File: src/rtl/bpa_pkg.sv
package bpa_pkg;

  localparam int unsigned CNT_W = 17;
  localparam int unsigned ADDR_BITS = 48;
  localparam int unsigned BIT_W = 6;
  localparam int unsigned CFG_IDX_W = 1;

  localparam logic [CNT_W-1:0] COUNT_MAX = '1;

  localparam logic [1:0] ACT_INIT = 2'd0;
  localparam logic [1:0] ACT_ALLOC = 2'd1;
  localparam logic [1:0] ACT_FREE = 2'd2;

  localparam logic [CFG_IDX_W-1:0] CFG_TOTAL = 1'b0;
  localparam logic [CFG_IDX_W-1:0] CFG_RESERVED = 1'b1;

  typedef enum logic [1:0] {
    ST_OK = 2'd0,
    ST_OOM = 2'd1,
    ST_ALREADY_FREE = 2'd2,
    ST_RANGE = 2'd3
  } status_t;

  typedef struct packed {
    logic [CNT_W-1:0] total;
    logic [CNT_W-1:0] reserved;
    logic [CNT_W-1:0] res_word;
    logic [CNT_W-1:0] last_word;
    logic [BIT_W-1:0] res_bit;
    logic [BIT_W-1:0] last_bit;
  } geo_t;

  typedef struct packed {
    logic [ADDR_BITS-1:0] addr;
    status_t              status;
    logic [CNT_W-1:0]     count;
  } res_t;

endpackage

File: src/rtl/bpa_wdiv.sv
module bpa_wdiv import bpa_pkg::*; #(
  parameter int unsigned WORD_BITS = 64
) (
  input  logic                         clk,
  input  logic [CNT_W-1:0]             value_i,
  output logic [CNT_W-1:0]             quot_o,
  output logic [$clog2(WORD_BITS)-1:0] rem_o
);

  localparam int unsigned BIT_IDX_W = $clog2(WORD_BITS);
  localparam int unsigned SH = CNT_W + BIT_IDX_W;
  localparam int unsigned PW = SH + CNT_W + 1;
  localparam longint unsigned RECIP = ((64'd1 << SH) + WORD_BITS - 1) / WORD_BITS;

  logic [PW-1:0]        prod;
  logic [CNT_W-1:0]     quot_r;
  logic [CNT_W-1:0]     val_r;
  logic [CNT_W-1:0]     back;
  logic [BIT_IDX_W-1:0] rem_r;

  // The quotient comes from a scaled reciprocal that is exact for every 17-bit value.
  assign prod = PW'(value_i) * PW'(RECIP);
  assign back = CNT_W'(quot_r * CNT_W'(WORD_BITS));

  always_ff @(posedge clk) begin
    quot_r <= CNT_W'(prod >> SH);
    val_r  <= value_i;
    rem_r  <= BIT_IDX_W'(val_r - back);
  end

  assign quot_o = quot_r;
  assign rem_o  = rem_r;

endmodule

File: config.mk
export PLATFORM = sky130hd
export DESIGN_NAME = bpa_wdiv
export DESIGN_NICKNAME = d
export VERILOG_FILES = /design/src/rtl/bpa_pkg.sv /design/src/rtl/bpa_wdiv.sv
export SDC_FILE = /design/constraint.sdc
export NUM_CORES = 1
export LEC_CHECK = 0
export BUFFER_PORTS_ARGS = -buffer_cell sky130_fd_sc_hd__buf_4
export CAP_MARGIN = 20
export CORE_UTILIZATION = 30
export CTS_CLUSTER_SIZE = 12
export DETAILED_ROUTE_END_ITERATION = 7
export GPL_TIMING_DRIVEN = 0
export HOLD_SLACK_MARGIN = 0.03
export PLACE_DENSITY_LB_ADDON = 0.05
export SKIP_LAST_GASP = 1
export SLEW_MARGIN = 10
export SYNTH_ARGS = -nofsm -noshare
export SYNTH_HDL_FRONTEND = slang
export SYNTH_SLANG_ARGS = --single-unit
File: constraint.sdc
create_clock -name clk -period 0.8 [get_ports clk]
set_input_delay 0.04 -clock clk [delete_from_list [all_inputs] [get_ports clk]]
set_output_delay 0.04 -clock clk [all_outputs]
set_load 0.05 [all_outputs]
==> After elaboration in Yosys (flattened, before gate mapping) <==
Index checks and enable logic that the tools add are counted.
{ "totals": {"register_bits": 23, "romBits": 0, "latchBits": 0, "ramBits": 0, "memories": 0, "in_bits": 18} }
{ "classes": {"reduce_logical": 0, "n_mux": 0, "n_div": 0, "n_mul": 0, "bitwise_logic": 0, "eq_ne": 0, "n_shift": 0, "n_addsub": 1, "n_lt_le_gt_ge": 0} }
{ "op_table": {"columns": ["cell", "n"], "rows": [
  ["$sub A6 B1 Y6 const B", 1]
]} }

==> Depth between registers and ports, before layout <==
{ "depth": {"ltp_word": 1, "mapped_depth": 1, "depth_no_buf": 0} }

==> Least setup slack after synthesis <==
OpenSTA, ideal clock, no wires.
{ "synth_timing": {"path_type": "flip-flop to output port", "start": "register quot_r[0], in the netlist quot_o[0]", "end": "output port quot_o[0]", "t_required_ps": 760, "path_stages_with_launch": 1, "slack_ps": 173, "n_path_buf": 0, "t_arrival_ps": 587, "path_cell_list": "dfxtp_1"} }
{ "synth_lines": {"columns": ["element", "line_no", "source"], "rows": [
  ["from (decl)", "bpa_wdiv.sv:16", "logic [CNT_W-1:0] quot_r;"],
  ["from (signal assigned)", "bpa_wdiv.sv:26", "quot_r <= CNT_W'(prod >> SH);"],
  ["to (decl)", "bpa_wdiv.sv:6", "output logic [CNT_W-1:0] quot_o,"]
]} }
No word-level cell between the ends.

==> Final worst setup path <==
{ "layout_timing": {"start": "register quot_r[6], in the netlist quot_o[6]", "end": "output port quot_o[6]"} }
No word-level cell between the ends.

==> metrics.txt <==
status complete, but fails checks; failing checks negative setup slack; worst-path cell chain buf_6; worst skew pair latency 290 ps; n_diodes 0; post-route cell area 0.00113 mm2; DIE WIDTH ~43 um; all-layer global routing usage approximately 14%; DRT Pass-1 Iters 2; first-pass GRT wire length 1710 um; Synth Cell Area 509 um2; critical path data arrival time 790 ps; Syn Inst Count 30; synthesized flop and latch total 23; Final min period 832 ps; worst path bufs/invs 1; Crit Path Max Fanout 1; r2r setup slk 390 ps; Pins Over Slew Limit 0; Final Total Pwr 2230 uW; depth of the worst register-to-register path 0; final wirelength about 1000 um; Rows 14; DR vias around 390; worst hold-check path type flip-flop to flip-flop; Yosys cell types 3; utilization after layout 73.1%; initial core utilization 33.0%; peak supply drop 0.00133 V; height of the die 43.2 um; Via density roughly 3.7; Routed wire per std cell between 9 and 10 um; worst-case clock buffer depth 2; Port Buf Inserts 34; Placement Cell Area about 800 um2; FF-to-FF End rem_o[2]; CTS tree done; CP peak stage delay 350 ps; # H-tree levels 1; Core Footprint 0.00154 mm2; DRC 0; setup bufs post-CTS 0; I/O pins 41; Setup Viol. Count Final 17; CP delay by family, top flip-flops; global placer's final weighted congestion 0.656; number of CTS-inserted buffers 3; largest net degree at the start of global routing 13; Final Cycle Share 104%; setup TNS -334 ps; end of the worst hold path rem_o[3]; yosys warns 0; Initial DRC Count 2; Worst R2R Start val_r[2]; max-cap viol count 0; vias in the first global route 348; Final nets 109; Total Die Area 0.00187 mm2; syn_area_per_cell 17.0 um2; initial antenna violation count 0; startpoint types flip-flop; PD cells 1980 mW/mm2; final hold violations 0; final setup skew 0.781 ps; data required time at the worst endpoint 760 ps; Pleak roughly 0.00053 uW; critical path's slowest cell dfxtp_2; unrepaired setup endpoints after global routing true; Crit Path Class flip-flop to output port; Hold Crit Start val_r[3]; CP Capture Type output port; clock-pin slew on the worst setup and hold paths 110 ps; sequential-to-total area share from yosys stat 90.4%; Layout Area Growth over Synthesis 121%; Routed Antenna Nets 0; fillers 102; share of post-route cells with drive strength above 1 66.7%; Hold Crit Depth 0; CTS Sinks 23; Fmax achieved ~1.2 GHz; overflow left after global routing 0; root buffer cell clkbuf_4; Final WS setup -32.2 ps
[cell type report]
class | count | area, um2 | area share [%]
well taps | 16 | 20.0 | 1.78
clock buffers | 4 | 26.3 | 2.33
repair buffers | 51 | 531 | 47.1
flip-flops and latches | 23 | 482 | 42.8
plain buffers | 6 | 45.0 | 4.00
multi-input cells | 6 | 22.5 | 2.00
[layout by cell type, fill, tap and decap left out]
cell type / netlist / routed
clkbuf_4: 0 / 3
clkbuf_1: 0 / 1
buf_8: 0 / 11
buf_6: 0 / 6
conb_1: 1 / 6
dfxtp_1: 23 / 6
buf_4: 6 / 23
dlygate4sd3_1: 0 / 17
dfxtp_2: 0 / 17
[kinds of logic after synthesis]
kind of cell	synth area share, %
buffers and inverters	8.84
DFF	90.4
other	0.736
[per-layer routing]
| layer | wire length [um] | track usage, % | up-vias |
|---|---|---|---|
| li1 | - | - | 198 |
| met1 | 313 | 13.2 | 164 |
| met2 | 600 | 23.3 | 27 |
| met3 | 104 | 7.66 | 0 |
| met4 | 0 | 5.45 | 0 |
| met5 | 0 | 0 | - |
[metrics by stage]
stage	setup slack, ps	std cells	hold WS [ps]
floorplan	173	35	67.7
global placement	275	85	145
detailed placement	269	85	145
CTS	-48.7	106	334
global route	-96.4	106	339
finish	-32.2	106	333
[timing repair]
item                                   in CTS  in global routing
resized for setup                          41                  4
setup endpoints to repair                  17                 17
hold buffers                               17                  0
endpoints found under the hold margin      17                  0
[report_power, final]
group	switching, uW	total (uW)	internal [uW]	leakage, uW
clock	299	493	194	0.0000150
sequential	27.8	1240	1220	0.000194
combinational	265	497	232	0.000323
total	592	2230	1640	0.000532
[sequential cells by signal (all words and copies together) (netlist names)]
name	cells
val_r	6
rem_o	6
quot_o	11
[Yosys cell counts]
| master | count | area [um2] |
|---|---|---|
| buf_4 | 6 | 45.0 |
| conb_1 | 1 | 3.75 |
| dfxtp_1 | 23 | 460 |
[how the worst max path moves through the flow]
stage | startpoint | endpoint | slack [ps] | cells past startpoint
after floorplan | quot_o[0] | quot_o[0] | 170 | 0
after global placement | quot_o[7] | quot_o[7] | 280 | 1
after detailed placement | rem_o[2] | rem_o[2] | 270 | 1
after CTS | rem_o[2] | rem_o[2] | -50 | 1
after global routing | quot_o[6] | quot_o[6] | -100 | 1
final | quot_o[6] | quot_o[6] | -30 | 1
Note: power is estimated with default switching activity, not from simulation.
